==> src/rtl/dmc_pkg.sv <==
// Package for the direct-mapped cache hit counter.
// Holds shared constants, register codes, state codes and control structs.
// No dependencies.
`default_nettype none

package dmc_pkg;

    localparam int MAX_SETS_DEF  = 512;
    localparam int ADDR_BITS_DEF = 32;

    localparam int APB_ADDR_W    = 3;
    localparam int APB_DATA_W    = 32;
    localparam int BLOCK_BYTES_W = 17;
    localparam int SET_COUNT_W   = 10;

    localparam logic [BLOCK_BYTES_W-1:0] BLOCK_BYTES_RST = 17'd16;
    localparam logic [SET_COUNT_W-1:0]   SET_COUNT_RST   = 10'd512;

    typedef enum logic {
        REG_BLOCK_BYTES = 1'b0,
        REG_SET_COUNT   = 1'b1
    } dmc_reg_t;

    typedef struct packed {
        logic [BLOCK_BYTES_W-1:0] block_bytes;
        logic [SET_COUNT_W-1:0]   set_count;
    } dmc_cfg_t;

    typedef struct packed {
        logic clear;
        logic fill;
    } dmc_store_ctrl_t;

    typedef enum logic [3:0] {
        ST_CLEAR = 4'b0001,
        ST_IDLE  = 4'b0010,
        ST_DIV   = 4'b0100,
        ST_CMP   = 4'b1000
    } dmc_state_t;

endpackage

`default_nettype wire

==> src/rtl/dmc_cfg.sv <==
// Configuration registers of the cache hit counter behind an APB-style port.
// Depends on dmc_pkg for register codes, widths and reset values.
`default_nettype none

module dmc_cfg
(
    input  wire logic                              clk,
    input  wire logic                              rst_n,
    input  wire logic                              psel,
    input  wire logic                              penable,
    input  wire logic                              pwrite,
    input  wire logic [dmc_pkg::APB_ADDR_W-1:0]    paddr,
    input  wire logic [dmc_pkg::APB_DATA_W-1:0]    pwdata,
    output logic      [dmc_pkg::APB_DATA_W-1:0]    prdata,
    output dmc_pkg::dmc_cfg_t                      cfg
);

    logic [dmc_pkg::BLOCK_BYTES_W-1:0] block_bytes_reg;
    logic [dmc_pkg::BLOCK_BYTES_W-1:0] block_bytes_next;
    logic [dmc_pkg::SET_COUNT_W-1:0]   set_count_reg;
    logic [dmc_pkg::SET_COUNT_W-1:0]   set_count_next;
    logic                              wr_en;
    dmc_pkg::dmc_reg_t                 reg_sel;

    assign wr_en   = psel && penable && pwrite;
    assign reg_sel = dmc_pkg::dmc_reg_t'(paddr[2]);

    always_comb
    begin
        block_bytes_next = block_bytes_reg;
        set_count_next   = set_count_reg;
        prdata           = '0;
        unique case (reg_sel)
            dmc_pkg::REG_BLOCK_BYTES:
            begin
                prdata = {{(dmc_pkg::APB_DATA_W-dmc_pkg::BLOCK_BYTES_W){1'b0}}, block_bytes_reg};
                if (wr_en)
                begin
                    block_bytes_next = pwdata[dmc_pkg::BLOCK_BYTES_W-1:0];
                end
            end
            dmc_pkg::REG_SET_COUNT:
            begin
                prdata = {{(dmc_pkg::APB_DATA_W-dmc_pkg::SET_COUNT_W){1'b0}}, set_count_reg};
                if (wr_en)
                begin
                    set_count_next = pwdata[dmc_pkg::SET_COUNT_W-1:0];
                end
            end
        endcase
    end

    always_ff @(posedge clk or negedge rst_n)
    begin
        if (!rst_n)
        begin
            block_bytes_reg <= dmc_pkg::BLOCK_BYTES_RST;
            set_count_reg   <= dmc_pkg::SET_COUNT_RST;
        end
        else
        begin
            block_bytes_reg <= block_bytes_next;
            set_count_reg   <= set_count_next;
        end
    end

    assign cfg.block_bytes = block_bytes_reg;
    assign cfg.set_count   = set_count_reg;

endmodule

`default_nettype wire

==> config.mk <==
export PLATFORM = sky130hd
export DESIGN_NAME = dmc_cfg
export DESIGN_NICKNAME = d
export VERILOG_FILES = /design/src/rtl/dmc_pkg.sv /design/src/rtl/dmc_cfg.sv
export SDC_FILE = /design/constraint.sdc
export NUM_CORES = 1
export LEC_CHECK = 0
export BUFFER_PORTS_ARGS = -buffer_cell sky130_fd_sc_hd__buf_2
export CAP_MARGIN = 0
export CORE_MARGIN = 3
export CORE_UTILIZATION = 40
export DETAILED_ROUTE_END_ITERATION = 8
export HOLD_SLACK_MARGIN = 0.05
export PLACE_DENSITY = 0.85
export SLEW_MARGIN = 40
export SYNTH_ARGS = -nofsm -noshare
export SYNTH_HDL_FRONTEND = slang
export SYNTH_SLANG_ARGS = --single-unit
==> constraint.sdc <==
create_clock -name clk -period 1.29 [get_ports clk]
set_input_delay 0.258 -clock clk [delete_from_list [all_inputs] [get_ports clk]]
set_output_delay 0.258 -clock clk [all_outputs]
set_load 0.1 [all_outputs]
## Word-level counts from Yosys, hierarchy flattened

Cells that the tools add are included.
Widths: inputs -> output; s select.

- Output and inout port bits: 59
- Memory bits (writable): 0
- Bits in latches: 0
- ROM bits: 0
- Memories: 0
- Register bits: 27

- Magnitude comparators: 0
- Bitwise logic cells: 1
- $mul: 0
- Reductions and logical operators: 4
- Mux-type cells: 1
- Eq/ne operators: 0
- Div/mod/pow operators: 0
- Shifts and indexed selects: 0
- Add/sub/neg operators: 0

Operators with widths:

| operator | count |
|---|---|
| $pmux 32 s2 | 1 |
| $reduce_and 2->1 | 2 |
| $logic_and 1x1->1 | 2 |
| $not 1->1 | 1 |

## Longest topological paths before layout

- Depth in word-level cells: 3
- Gate-level depth with buffers: 4
- Gate-level depth less buffers: 2

## Least setup slack after synthesis

Ideal clock, no wire load.

- Kind: register to output
- Start: register block_bytes_reg[10] in the netlist's numbering
- End: output port prdata[10] in the netlist's numbering
- Arrival: 2.358 ns
- Slack: -1.326 ns
- Buffers on the path: 0
- Stages on the path, launching flop included: 2
- Cell sequence: dfrtp_1 > nor2b_1

- Cells in the longest elaborated chain, start to end: 1

Ends and longest elaborated chain:

| item | line | source |
|---|---|---|
| start, declared | dmc_cfg.sv:18 | `logic [dmc_pkg::BLOCK_BYTES_W-1:0] block_bytes_reg;` |
| start signal, assigned | dmc_cfg.sv:57 | `block_bytes_reg <= dmc_pkg::BLOCK_BYTES_RST;` |
| start signal, assigned | dmc_cfg.sv:62 | `block_bytes_reg <= block_bytes_next;` |
| $pmux 32 s2 | dmc_cfg.sv:33 | `unique case (reg_sel)` |
| end, declared | dmc_cfg.sv:14 | `output logic [dmc_pkg::APB_DATA_W-1:0] prdata,` |

No other way between the ends. The select of a mux whose other input is x is not followed.

## Final worst setup path

- Start: register set_count_reg[9] in the netlist's numbering
- End: output port prdata[9] in the netlist's numbering

- Cells in the longest elaborated chain, start to end: 1

Ends and longest elaborated chain:

| item | line | source |
|---|---|---|
| start, declared | dmc_cfg.sv:20 | `logic [dmc_pkg::SET_COUNT_W-1:0] set_count_reg;` |
| start signal, assigned | dmc_cfg.sv:58 | `set_count_reg <= dmc_pkg::SET_COUNT_RST;` |
| start signal, assigned | dmc_cfg.sv:63 | `set_count_reg <= set_count_next;` |
| $pmux 32 s2 | dmc_cfg.sv:33 |  |

No other way between the ends. The select of a mux whose other input is x is not followed.

==> results.cfg <==
[finish]
syn_to_final_growth_pct = 112
fill_cells = 107
final_nets = 231
utilization_pct = 91.2
largest_reg_flops = 17
final_cell_area_um2 = 2880
drive_above_1_share_pct = 91.6
fin_cells = 234
multiInputGateArea_um2 = 681
antenna_cells = 0
ff_latch_area_um2 = 774

[detailed_routing]
drt_wl_total_mm = 5.07
wire_per_inst_um = 21.7
drt_first_pass_iters = 4
route.detailed.drc = 0
dr.first_iter.drc_count = 29
vias = 1128
antenna_left = 0
viasPerCell = 4.82

[floorplanning]
num_io_pins = 99
die_x_um = 64.2
core_area_um2 = 3150
core.rowCount = 20
die_area_um2 = 4130
start_util_pct = 43.0
die_h_um = 64.2

[synthesis]
ys_warn_count = 0
syn_avg_cell_area_um2 = 14.7
syn_inst = 92
synth_area_um2 = 1360
synth-seq-area-share_pct = 50.0
synth_cell_types = 11
synth_seq_cells = 27

[placed_design]
dp_hpwl_mm = 2.90
dp.cells = 205
portBuffers = 66
place_area_um2 = 2590
place_ws_ns = -0.165
gp_congestion = 0.745

[clocking]
cts_tree = done
clock_sinks = 27
clk_path_buf_depth = 2
numCtsBuffers = 3
insertion_delay_ns = 0.37
h-tree-depth = 1
clkTransAtPathRegs_ns = 0.17
cts-root-buf = clkbuf_4

[sta]
tightest_slew_ns = 0.623
relSlewSlack_pct = 58.5
finClkSkew_ns = 0
period_needed_ns = 1.63
hold_viol_final = 0
rsz0062_at_grt = true
finalCritPeriodShare_pct = 127
slew_violations = 0
max_freq_mhz = 613
fin_ws_ns = -0.342
final-setup-viol-count = 43

[setup_path]
crit_type = reg2out
startpoint_type = flip-flop
regToRegStartpoint = set_count_reg[0]
cp.required_ns = 1.03
worstRegToRegCells = 3
timing.rr.end = set_count_reg[0]
end_kind = primary output
r2r_setup_slack_ns = 0.17
cp_top_family = flip-flops
critPathMaxStageDelay_ns = 0.66
critPathBufInv = 1
worst-path-max-fanout = 3
crit_chain = mux2_4 > buf_12
arrival_ns = 1.37
cpMaxStageDelayCell = dfstp_4

[worst_hold_path]
min_from = pwdata[16]
hold_path_depth = 2
hold_class = in2reg
whs_endpoint = block_bytes_reg[16]

[power_and_ir_drop]
power_density_nw_per_um2 = 2280
power.total_mw = 6.56
p_leak_nw = 1.36
peakVddDrop_v = 0.00161

[job]
maxCapViolCount = 0

[outcome]
status = complete, but fails checks
failed_checks = setup timing

[grt]
antenna_found_initial = 0
grt_pass1_vias = 1260
grt_max_degree = 28
gr-total-overflow = 0
grtUsageTotal_pct = 24.5
grt_pass1_wl_mm = 7.33
-- through the flow --
stage	setup TNS (ns)	hold slack (ns)
2_1_floorplan	-1.62	-0.0376
3_3_place_gp	-1.36	0.281
3_5_place_dp	-1.97	0.305
4_1_cts	-6.33	0.134
5_1_grt	-8.94	0.0905
6_report	-7.53	0.108
-- synthesized netlist by cell type --
master	n	share of area (%)
mux2_2	27	22
dfrtp_1	25	46
buf_4	15	8.3
mux2_4	10	11
nor2b_1	7	3.2
buf_6	2	1.7
dfstp_2	2	3.9
buf_2	1	0.37
conb_1	1	0.28
nand4_2	1	0.92
nand4b_4	1	1.8
-- area by class of cell --
cell class / instances / share of cell area (%)
clock buffers: 3 / 0.783
clock inverters: 1 / 0.261
multi-input cells: 61 / 23.7
flip-flops and latches: 27 / 26.9
well taps: 44 / 1.91
repair buffers: 98 / 46.4
-- kinds of logic after synthesis --
| logic type | after synthesis | synth area share, % |
|---|---|---|
| buffers and inverters | 18 | 10.3 |
| flip-flops | 27 | 50.0 |
| other | 1 | 0.276 |
| AND/OR/NAND/NOR | 9 | 5.90 |
| multiplexers | 37 | 33.5 |
-- per-layer routing --
metal  track usage, %  wire length, µm
met4             8.18              158
met2             44.5             2680
met3             8.61              415
met1             26.2             1820
met5                0                0
-- cells in the final DEF, fill, tap and decap left out --
cell type,instances
dlygate4sd3_1,1
nand4b_4,1
mux2_4,20
buf_2,22
nand4_2,1
clkbuf_4,3
buf_12,47
mux2_2,17
buf_6,17
nor2b_4,7
conb_1,15
dfrtp_4,23
buf_4,11
dfstp_4,2
dfrtp_2,2
clkinvlp_4,1
-- worst max path at each step --
stage                         from          endpoint  slack, ns  cells after the start
2_1_floorplan  block_bytes_reg[10]        prdata[10]      -0.16                      1
3_3_place_gp              paddr[2]  set_count_reg[4]      -0.12                      4
3_5_place_dp              paddr[2]  set_count_reg[7]      -0.16                      4
4_1_cts           set_count_reg[9]         prdata[9]      -0.33                      2
5_1_grt           set_count_reg[9]         prdata[9]      -0.38                      2
6_report          set_count_reg[9]         prdata[9]      -0.34                      2
-- where the power goes --
part           leakage (nW)  internal, mW  total (mW)  switching, mW
Sequential            0.296          1.16        1.35          0.197
Clock                0.0139         0.120       0.423          0.303
Combinational          1.05          1.80        4.78           2.98
-- repair_timing --
| action | CTS | global route |
|---|---|---|
| setup endpoints to repair | 42 | 44 |
| cloned | 0 | 0 |
| setup buffers | 19 | 18 |
| hold endpoints to repair | 25 | 0 |
| resized for setup | 17 | 13 |
| pin swaps | 0 | 0 |
| hold buffers | 1 | 0 |
Power figures use the tool's default switching activity.
