## src/rtl/dmc_pkg.sv

```systemverilog
// Package for the direct-mapped cache hit counter.
// Holds shared constants, register codes, state codes and control structs.
// No dependencies.
`default_nettype none

package dmc_pkg;

    localparam int MAX_SETS_DEF  = 512;
    localparam int ADDR_BITS_DEF = 32;

    localparam int APB_ADDR_W    = 3;
    localparam int APB_DATA_W    = 32;
    localparam int BLOCK_BYTES_W = 17;
    localparam int SET_COUNT_W   = 10;

    localparam logic [BLOCK_BYTES_W-1:0] BLOCK_BYTES_RST = 17'd16;
    localparam logic [SET_COUNT_W-1:0]   SET_COUNT_RST   = 10'd512;

    typedef enum logic {
        REG_BLOCK_BYTES = 1'b0,
        REG_SET_COUNT   = 1'b1
    } dmc_reg_t;

    typedef struct packed {
        logic [BLOCK_BYTES_W-1:0] block_bytes;
        logic [SET_COUNT_W-1:0]   set_count;
    } dmc_cfg_t;

    typedef struct packed {
        logic clear;
        logic fill;
    } dmc_store_ctrl_t;

    typedef enum logic [3:0] {
        ST_CLEAR = 4'b0001,
        ST_IDLE  = 4'b0010,
        ST_DIV   = 4'b0100,
        ST_CMP   = 4'b1000
    } dmc_state_t;

endpackage

`default_nettype wire

```

## src/rtl/dmc_divmod.sv

```systemverilog
// Bit-serial divider: block number = address / block size, and set index =
// block number mod set count, one quotient bit per cycle. Depends on dmc_pkg.
`default_nettype none

module dmc_divmod
#(
    parameter int MAX_SETS  = dmc_pkg::MAX_SETS_DEF,
    parameter int ADDR_BITS = dmc_pkg::ADDR_BITS_DEF,
    parameter int SET_W     = (MAX_SETS > 1) ? $clog2(MAX_SETS) : 1
)
(
    input  wire logic                 clk,
    input  wire logic                 rst_n,
    input  wire logic                 start,
    input  wire logic [ADDR_BITS-1:0] dividend,
    input  wire dmc_pkg::dmc_cfg_t    cfg,
    output logic                      done,
    output logic [ADDR_BITS-1:0]      quotient,
    output logic [SET_W-1:0]          index
);

    localparam int CNT_W = $clog2(ADDR_BITS);
    localparam int BB_W  = dmc_pkg::BLOCK_BYTES_W;

    logic [ADDR_BITS-1:0] a_reg;
    logic [ADDR_BITS-1:0] a_next;
    logic [ADDR_BITS-1:0] q_reg;
    logic [ADDR_BITS-1:0] q_next;
    logic [BB_W-1:0]      rem1_reg;
    logic [BB_W-1:0]      rem1_next;
    logic [SET_W-1:0]     rem2_reg;
    logic [SET_W-1:0]     rem2_next;
    logic [BB_W-1:0]      div_reg;
    logic [BB_W-1:0]      div_next;
    logic [SET_W:0]       sets_reg;
    logic [SET_W:0]       sets_next;
    logic [CNT_W-1:0]     cnt_reg;
    logic [CNT_W-1:0]     cnt_next;
    logic                 busy_reg;
    logic                 busy_next;
    logic                 done_reg;
    logic                 done_next;
    logic [BB_W:0]        trial1;
    logic                 qbit;
    logic [SET_W:0]       trial2;
    logic                 ge2;
    logic [SET_W:0]       sets_eff;

    always_comb
    begin
        if (cfg.set_count == '0)
        begin
            sets_eff = (SET_W+1)'(1);
        end
        else if (32'(cfg.set_count) > 32'(MAX_SETS))
        begin
            sets_eff = (SET_W+1)'(MAX_SETS);
        end
        else
        begin
            sets_eff = (SET_W+1)'(cfg.set_count);
        end
    end

    assign trial1 = {rem1_reg, a_reg[ADDR_BITS-1]};
    assign qbit   = trial1 >= {1'b0, div_reg};
    assign trial2 = {rem2_reg, qbit};
    assign ge2    = trial2 >= sets_reg;

    always_comb
    begin
        a_next    = a_reg;
        q_next    = q_reg;
        rem1_next = rem1_reg;
        rem2_next = rem2_reg;
        div_next  = div_reg;
        sets_next = sets_reg;
        cnt_next  = cnt_reg;
        busy_next = busy_reg;
        done_next = 1'b0;
        if (start)
        begin
            a_next    = dividend;
            q_next    = '0;
            rem1_next = '0;
            rem2_next = '0;
            div_next  = (cfg.block_bytes == '0) ? BB_W'(1) : cfg.block_bytes;
            sets_next = sets_eff;
            cnt_next  = CNT_W'(ADDR_BITS - 1);
            busy_next = 1'b1;
        end
        else if (busy_reg)
        begin
            a_next    = {a_reg[ADDR_BITS-2:0], 1'b0};
            q_next    = {q_reg[ADDR_BITS-2:0], qbit};
            rem1_next = qbit ? BB_W'(trial1 - {1'b0, div_reg}) : trial1[BB_W-1:0];
            rem2_next = ge2 ? SET_W'(trial2 - sets_reg) : trial2[SET_W-1:0];
            cnt_next  = cnt_reg - 1'b1;
            if (cnt_reg == '0)
            begin
                busy_next = 1'b0;
                done_next = 1'b1;
            end
        end
    end

    always_ff @(posedge clk or negedge rst_n)
    begin
        if (!rst_n)
        begin
            busy_reg <= 1'b0;
            done_reg <= 1'b0;
            cnt_reg  <= '0;
        end
        else
        begin
            busy_reg <= busy_next;
            done_reg <= done_next;
            cnt_reg  <= cnt_next;
        end
    end

    always_ff @(posedge clk)
    begin
        a_reg    <= a_next;
        q_reg    <= q_next;
        rem1_reg <= rem1_next;
        rem2_reg <= rem2_next;
        div_reg  <= div_next;
        sets_reg <= sets_next;
    end

    assign done     = done_reg;
    assign quotient = q_reg;
    assign index    = rem2_reg;

endmodule

`default_nettype wire

```

## config.mk

```make
export PLATFORM = sky130hd
export DESIGN_NAME = dmc_divmod
export DESIGN_NICKNAME = d
export VERILOG_FILES = /design/src/rtl/dmc_pkg.sv /design/src/rtl/dmc_divmod.sv
export SDC_FILE = /design/constraint.sdc
export NUM_CORES = 1
export LEC_CHECK = 0
export BUFFER_PORTS_ARGS = -buffer_cell sky130_fd_sc_hd__buf_2
export CORE_UTILIZATION = 40
export CTS_CLUSTER_SIZE = 10
export DETAILED_ROUTE_END_ITERATION = 7
export REMOVE_ABC_BUFFERS = 1
export SLEW_MARGIN = 20
export SYNTH_ARGS = -nofsm -noshare
export SYNTH_HDL_FRONTEND = slang
export SYNTH_SLANG_ARGS = --single-unit
```

## constraint.sdc

```tcl
create_clock -name clk -period 4.9 [get_ports clk]
set_input_delay 0.735 -clock clk [delete_from_list [all_inputs] [get_ports clk]]
set_output_delay 0.735 -clock clk [all_outputs]
set_load 0.005 [all_outputs]
```

* After elaboration in Yosys (flattened, before gate mapping)
Index checks and enable logic that the tools add are counted.
** Word-level totals
- Word-level logic and storage cells :: 34
- Register bits after elaboration :: 124
** Operators by class
- Muxes and demuxes :: 13
- Add/sub/neg operators :: 3
- Magnitude comparators :: 3
- Reductions and logical operators :: 5
** Operators with widths (number)
- 2-to-1 mux 32 bit :: 2
- >= comparator 18 x 17 -> 1 bit :: 1
- logical NOT 17 bit :: 1
- 2-to-1 mux 17 bit :: 1
- subtractor 17 bit :: 1
- >= comparator 10 bit :: 1
- > comparator 10 bit (second input constant) :: 1
- logical NOT 10 bit :: 1
- 2-to-1 mux 10 bit :: 1
- 2-to-1 mux 5 bit :: 2
- 2-to-1 mux 9 bit :: 1
- subtractor 9 bit :: 1
- 2-to-1 mux 1 bit :: 6
- logical NOT 5 bit :: 1
- subtractor 5 x 1 -> 5 bit (second input constant) :: 1
- nonzero test 2 bit :: 1
- OR reduction 2 bit :: 1

* Longest topological paths before layout
Gate-level depths: netlist (run 1).
- Word-level depth :: 4
- Depth in mapped cells :: 20
- Depth with buffers taken out :: 18

* Worst setup path after synthesis (run 1)
OpenSTA, ideal clock, no wires.
- Path kind :: reg-to-reg
- Start :: register a_reg[31]
- End :: register rem2_reg[1] (netlist: index[1])
- Stages on the path, launching flop included :: 21
- Arrival :: 3.579 ns
- Clock period less this slack :: 3.720 ns
- Path slack :: 1.180 ns
- Path through :: edfxtp_1 > inv_1 > ha_1 > fa_1 > and2b_1 > o31a_2 > o211ai_1 > o211ai_1 > inv_2 > buf_2 > ha_1 > inv_1 > fa_1 > nand3_1 > a21oi_1 > nor3_2 > o21ai_1 > a21oi_2 > buf_4 > mux2i_1 > a211oi_1
** On the way
- Word-level cells in the longest chain between the ends :: 3
** Ends and longest elaborated chain
- start, declared :: line dmc_divmod.sv:25 : logic [ADDR_BITS-1:0] a_reg;
- start signal, assigned :: line dmc_divmod.sv:125 : a_reg <= a_next;
- >= comparator 18 x 17 -> 1 bit (*) :: line dmc_divmod.sv:66 : assign qbit = trial1 >= {1'b0, div_reg};
- subtractor 9 bit or >= comparator 10 bit (tied branches) :: line dmc_divmod.sv:97, dmc_divmod.sv:68
- 2-to-1 mux 9 bit (*) :: line dmc_divmod.sv:97 : rem2_next = ge2 ? SET_W'(trial2 - sets_reg) : trial2[SET_W-1:0];
- end signal, assigned :: line dmc_divmod.sv:128 : rem2_reg <= rem2_next;
- end, declared :: line dmc_divmod.sv:31 : logic [SET_W-1:0] rem2_reg;
Every way passes the cells marked *; elsewhere a longest branch is shown, timed or not.
A chain may end at the register's enable or synchronous reset.

* Worst setup path after layout (run 1)
Same ends and word-level chain as after synthesis.

==> metrics.cfg, run 1 <==
[run_status]
status = complete, no violations

[synthesis]
synth.cell_area_um2 = 6170
yosysWarningCount = 0
synthFlopType = edfxtp_1
synth_seq_cells = 124
synthArstFlopShare = 0.0565
synthCells = 575
synth_seq_area_share = 0.503
synth_edf_count = 59
ys_types = 62
synth_area_per_cell_um2 = 10.7

[setup_path]
crit_arrival_ns = 4.42
r2r-end = index[1]$_SDFFE_PP0P_
startpoint = a_reg[31]$_DFFE_PP_
rr_startpoint = a_reg[31]$_DFFE_PP_
cp-endpoint = index[1]$_SDFFE_PP0P_
cp-start-kind = flip-flop
setup.worst_path.end_class = flip-flop
crit_type = reg -> reg
reg2regPathDepth = 18
cp_data_required_time_ns = 5.24
worstPathMaxFanout = 12
rrSetupSlack_ns = 0.81

[clock_network]
clk_latency_ns = 0.42
cts_resized = 0
clockRootBuffer = clkbuf_16
cts_made_buffers = 17
tritoncts = built
clock_path_buffers = 2
clock_sinks = 124
cts_setup_buffers = 0
htree_levels = 4
cts_hold_buf = 0
clk_pin_slew_ns = 0.06

[floorplanning]
dieArea_um2 = 15900
ioPinCount = 104
die_h_um = 126
chipWidth_um = 126
num_rows = 45
initial_core_util = 0.408
coreArea_um2 = 15100

[power]
p_leak_nw = 3.45
clkPwrFrac = 0.498
switching_share = 0.230
powerDensity_nw_per_um2 = 366
ir_worst_vdd_v = 0.000251
comb_power_share = 0.077
pwr-share-seq = 0.425
p_int_mw = 2.10
p_sw_mw = 0.627

[timing]
rsz0062_at_grt = false
fin_crit_ns = 4.09
setup_tns_ns = 0
slew_viol_final = 0
timing.fmax_mhz = 245
hold_viol = 0
fin_crit_sh = 0.835
finalSetupViolCount = 0
slew_headroom = 0.475
worst-slew-pin-transition_ns = 0.787
skew_ns = 0.00889

[finish]
finalNetCount = 755
syn_to_final_growth_pct = 20.6
final_util = 0.492
diodes = 0
mostFrequentLayoutCells = buf_2, edfxtp_1, dfxtp_1
drive_gt1_frac = 0.274
final_common_cell = buf_2

[route]
vias = 4440
routed_wl_um = 13200
drt_iter0_markers = 216
viasPerCell = 5.14
wl_per_cell_um = 15.3
first_pass_iters = 5
drc = 0
ant_nets = 0

[grt]
antenna_found_initial = 0
grt_pass1_vias = 4422
grt_overflow = 0
grt_pass1_wl_um = 21900
grt_util_all_layers = 0.177
grt_max_degree = 70

[job]
maxCapViolCount = 0

[min_path]
hold_class = in -> async

[placement]
io_buffers = 103
dp_hpwl_um = 9380
gp_congestion = 0.859

cell families (layout without fill, tap and decap cells):
family	after synthesis	count (layout)	synth area share
AO/OA/AOI/OAI	93	93	0.106
XOR/XNOR	20	20	0.0284
adder cells (fa/ha/maj)	31	31	0.0652
buffers and inverters	79	179	0.0505
flip-flops	124	124	0.503
multiplexers	70	70	0.120
AND/OR/NAND/NOR	158	158	0.127
synth_stat cells, types with 6 or more instances:
library cell   n  area share
buf_2          6      0.0049
a21o_1         7      0.0085
nand2b_1      12       0.012
clkbuf_1      32       0.019
mux2_2        31       0.057
a211oi_1       7      0.0085
nor3_1        10      0.0081
inv_1         36       0.022
o21ai_0       14       0.011
o21a_1         6      0.0073
nor2_1        56       0.034
dfxtp_1       58        0.19
xnor2_1       15       0.021
o21ai_1        6      0.0049
nand3_1       13       0.011
mux2i_1       38       0.062
edfxtp_1      59        0.29
dfrtp_1        7       0.028
nand4_1        6      0.0061
nor2b_1       12       0.012
nand2_1       27       0.016
ha_1          29       0.059
a21oi_1       19       0.015
power groups by stage:
| stage | combinational, mW | sequential [mW] | clock [mW] |
|---|---|---|---|
| after floorplan | 0.134 | 1.18 | 0 |
| after global placement | 0.205 | 1.18 | 0 |
| after detailed placement | 0.211 | 1.18 | 0 |
| after CTS | 0.212 | 1.16 | 1.38 |
| after global routing | 0.235 | 1.17 | 1.43 |
| final | 0.210 | 1.16 | 1.36 |
worst max-delay path: stages, from the launching register on:
cell and delay, ns:
edfxtp_1 0.38, inv_1 0.07, ha_1 0.17, fa_1 0.18
and2b_1 0.20, o31a_2 0.33, o211ai_1 0.23, o211ai_1 0.19
inv_2 0.10, ha_1 0.16, inv_1 0.06, fa_1 0.40
nand3_1 0.12, a21oi_1 0.09, nor3_2 0.22, o21ai_1 0.11
a21oi_2 0.55, mux2i_1 0.19, a211oi_1 0.25
metal layers:
layer  global-route usage  share of wire
met4               0.0801          0.020
met1                0.215           0.44
met5                    0              0
met3               0.0612          0.066
met2                0.284           0.47
worst min-delay path by stage:
stage,end,startpoint,slack (ns),cells after the start
2_1_floorplan,busy_reg$_DFF_PN0_,rst_n,0.44,0
3_3_place_gp,rem1_reg[9]$_SDFFE_PP0P_,rem1_reg[9]$_SDFFE_PP0P_,0.48,2
3_5_place_dp,rem1_reg[9]$_SDFFE_PP0P_,rem1_reg[9]$_SDFFE_PP0P_,0.48,2
4_1_cts,done$_DFF_PN0_,rst_n,0.14,1
5_1_grt,done$_DFF_PN0_,rst_n,0.13,1
6_report,done$_DFF_PN0_,rst_n,0.14,1
cell type report:
type,instances,area (µm²)
clock buffer,17,425
clock inverter,15,214
fill,1361,7700
inverter,37,139
multi-input combinational,372,2760
sequential,124,3110
tap,188,235
timing repair buffer,110,571
stage by stage:
stage	hold slack (ns)	cell area (µm²)	std cells	setup slack (ns)	power, mW
2_1_floorplan	0.439	6000	533	0.755	1.31
3_3_place_gp	0.479	6810	831	1.01	1.39
3_5_place_dp	0.481	6810	831	0.823	1.39
4_1_cts	0.135	7450	863	0.787	2.76
5_1_grt	0.133	7450	863	0.475	2.83
6_report	0.137	7450	863	0.811	2.73
Power figures use the tool's default switching activity.
==> run 2, diff against run 1 <==
- clock period: 4.9 -> 3.91 ns (I/O delays scaled with it)
==> metrics.cfg, run 2 (synthesis results as in run 1) <==
[route]
viasPerCell = 5.17
routed_wl_um = 13300
vias = 4513
ant_nets = 0
first_pass_iters = 5
drc = 0
drt_iter0_markers = 273
wl_per_cell_um = 15.2

[power]
p_leak_nw = 3.46
clkPwrFrac = 0.477
p_int_mw = 2.53
powerDensity_nw_per_um2 = 440
ir_worst_vdd_v = 0.000465
switching_share = 0.233
pwr-share-seq = 0.441
p_sw_mw = 0.769
power_mw = 3.30
comb_power_share = 0.082

[placement]
gp_congestion = 0.882
dp_hpwl_um = 9420
dp_cells = 833
place_ws_ns = 0.115
io_buffers = 103

[floorplanning]
coreArea_um2 = 15100
dieArea_um2 = 15900
ioPinCount = 104
num_rows = 45
initial_core_util = 0.408
die_h_um = 126
chipWidth_um = 126

[timing]
worst-slew-pin-transition_ns = 0.648
hold_viol = 0
skew_ns = 0.00825
worst_slack_ns = 0.190
fin_crit_ns = 3.72
timing.fmax_mhz = 269
fin_crit_sh = 0.951
slew_viol_final = 0
finalSetupViolCount = 0
timing.hold.ws_ns = 0.356
slew_headroom = 0.568

[clock_network]
cts_made_buffers = 17
htree_levels = 4
clock_sinks = 124
clockRootBuffer = clkbuf_16
tritoncts = built
clock_path_buffers = 2
clk_pin_slew_ns = 0.06
clk_latency_ns = 0.41

[grt]
grt_util_all_layers = 0.173
grt_max_degree = 56
antenna_found_initial = 0
grt_pass1_wl_um = 21600
grt_overflow = 0
grt_pass1_vias = 4459

[finish]
mostFrequentLayoutCells = buf_2, edfxtp_1, dfxtp_1
final_common_cell = buf_2
fin_cells = 873
diodes = 0
fillCellCount = 1340
finalNetCount = 765
drive_gt1_frac = 0.289
syn_to_final_growth_pct = 21.4

[job]
maxCapViolCount = 0

[setup_path]
setup.worst_path.end_class = flip-flop
worstPathMaxFanout = 5
crit_arrival_ns = 3.98
crit_type = reg -> reg
cp-start-kind = flip-flop
cp_data_required_time_ns = 4.17

[min_path]
hold_class = in -> reg

[run_status]
status = complete, no violations

==> run 2: cell types whose count changed in the layout (fill, tap and decap cells not counted), moves of 2 or more <==
cell	delta
buf_4	+7
fa_1	-2
bufinv_16	-2
inv_6	+2
fa_2	+2
==> run 2: metrics by stage <==
stage	cell area, µm²	utilization	TNS [ns]
floorplan	6000	-	-1.42
global placement	6820	0.451	0
detailed placement	6820	0.451	0
CTS	7430	0.491	0
global route	7500	0.495	-0.0105
finish	7500	0.495	0
==> run 2: cell type report <==
cell class              instances  area, µm²  area share
clock inverters                14        160      0.0214
repair buffers                120        649      0.0866
inverters                      37        139      0.0185
well taps                     188        235      0.0314
clock buffers                  18        439      0.0586
flip-flops and latches        124       3110       0.415
multi-input cells             372       2760       0.369
==> run 2: worst max-delay path: stages, from the launching register on <==
cell      delay, ns
edfxtp_1       0.39
inv_1          0.07
ha_1           0.18
fa_2           0.20
and2b_1        0.20
o31a_2         0.36
o211ai_1       0.22
o211ai_1       0.17
inv_2          0.09
ha_1           0.16
inv_1          0.06
fa_2           0.35
nand3_1        0.10
a21oi_1        0.09
nor3_2         0.21
o21ai_1        0.10
a21oi_2        0.17
buf_6          0.15
mux2i_2        0.21
a211oi_1       0.09
==> run 2: power groups by stage <==
stage	clock (mW)	combinational [mW]	sequential, mW
floorplan	0	0.168	1.47
global placement	0	0.257	1.48
detailed placement	0	0.264	1.48
CTS	1.61	0.266	1.45
global route	1.67	0.301	1.46
finish	1.57	0.269	1.45
==> run 2: final timing paths <==
| check | from | to | slack, ns | cells past startpoint |
|---|---|---|---|---|
| min reg2reg | rem1_reg[9]$_SDFFE_PP0P_ | rem1_reg[9]$_SDFFE_PP0P_ | 0.50 | 2 |
| min | cfg[13] | div_reg[3]$_SDFFCE_PN0P_ | 0.36 | 1 |
| max | a_reg[31]$_DFFE_PP_ | index[8]$_SDFFE_PP0P_ | 0.19 | 19 |
| min in group asynchronous | rst_n | cnt_reg[0]$_DFFE_PN0P_ | 0.53 | 2 |
| max in group asynchronous | rst_n | busy_reg$_DFF_PN0_ | 3.19 | 2 |
| max reg2reg | a_reg[31]$_DFFE_PP_ | index[8]$_SDFFE_PP0P_ | 0.19 | 19 |
==> run 2: timing repair <==
item	CTS	global route
setup buffers	0	6
hold buffers	1	0
resized for setup	0	4
hold endpoints to repair	7	0
endpoints found under the setup margin	0	8
==> run 2: layer usage <==
metal  wire, µm  global-route usage
met1       5900               0.207
met2       6230               0.281
met3        978              0.0731
met4        159              0.0560
met5          0                   0
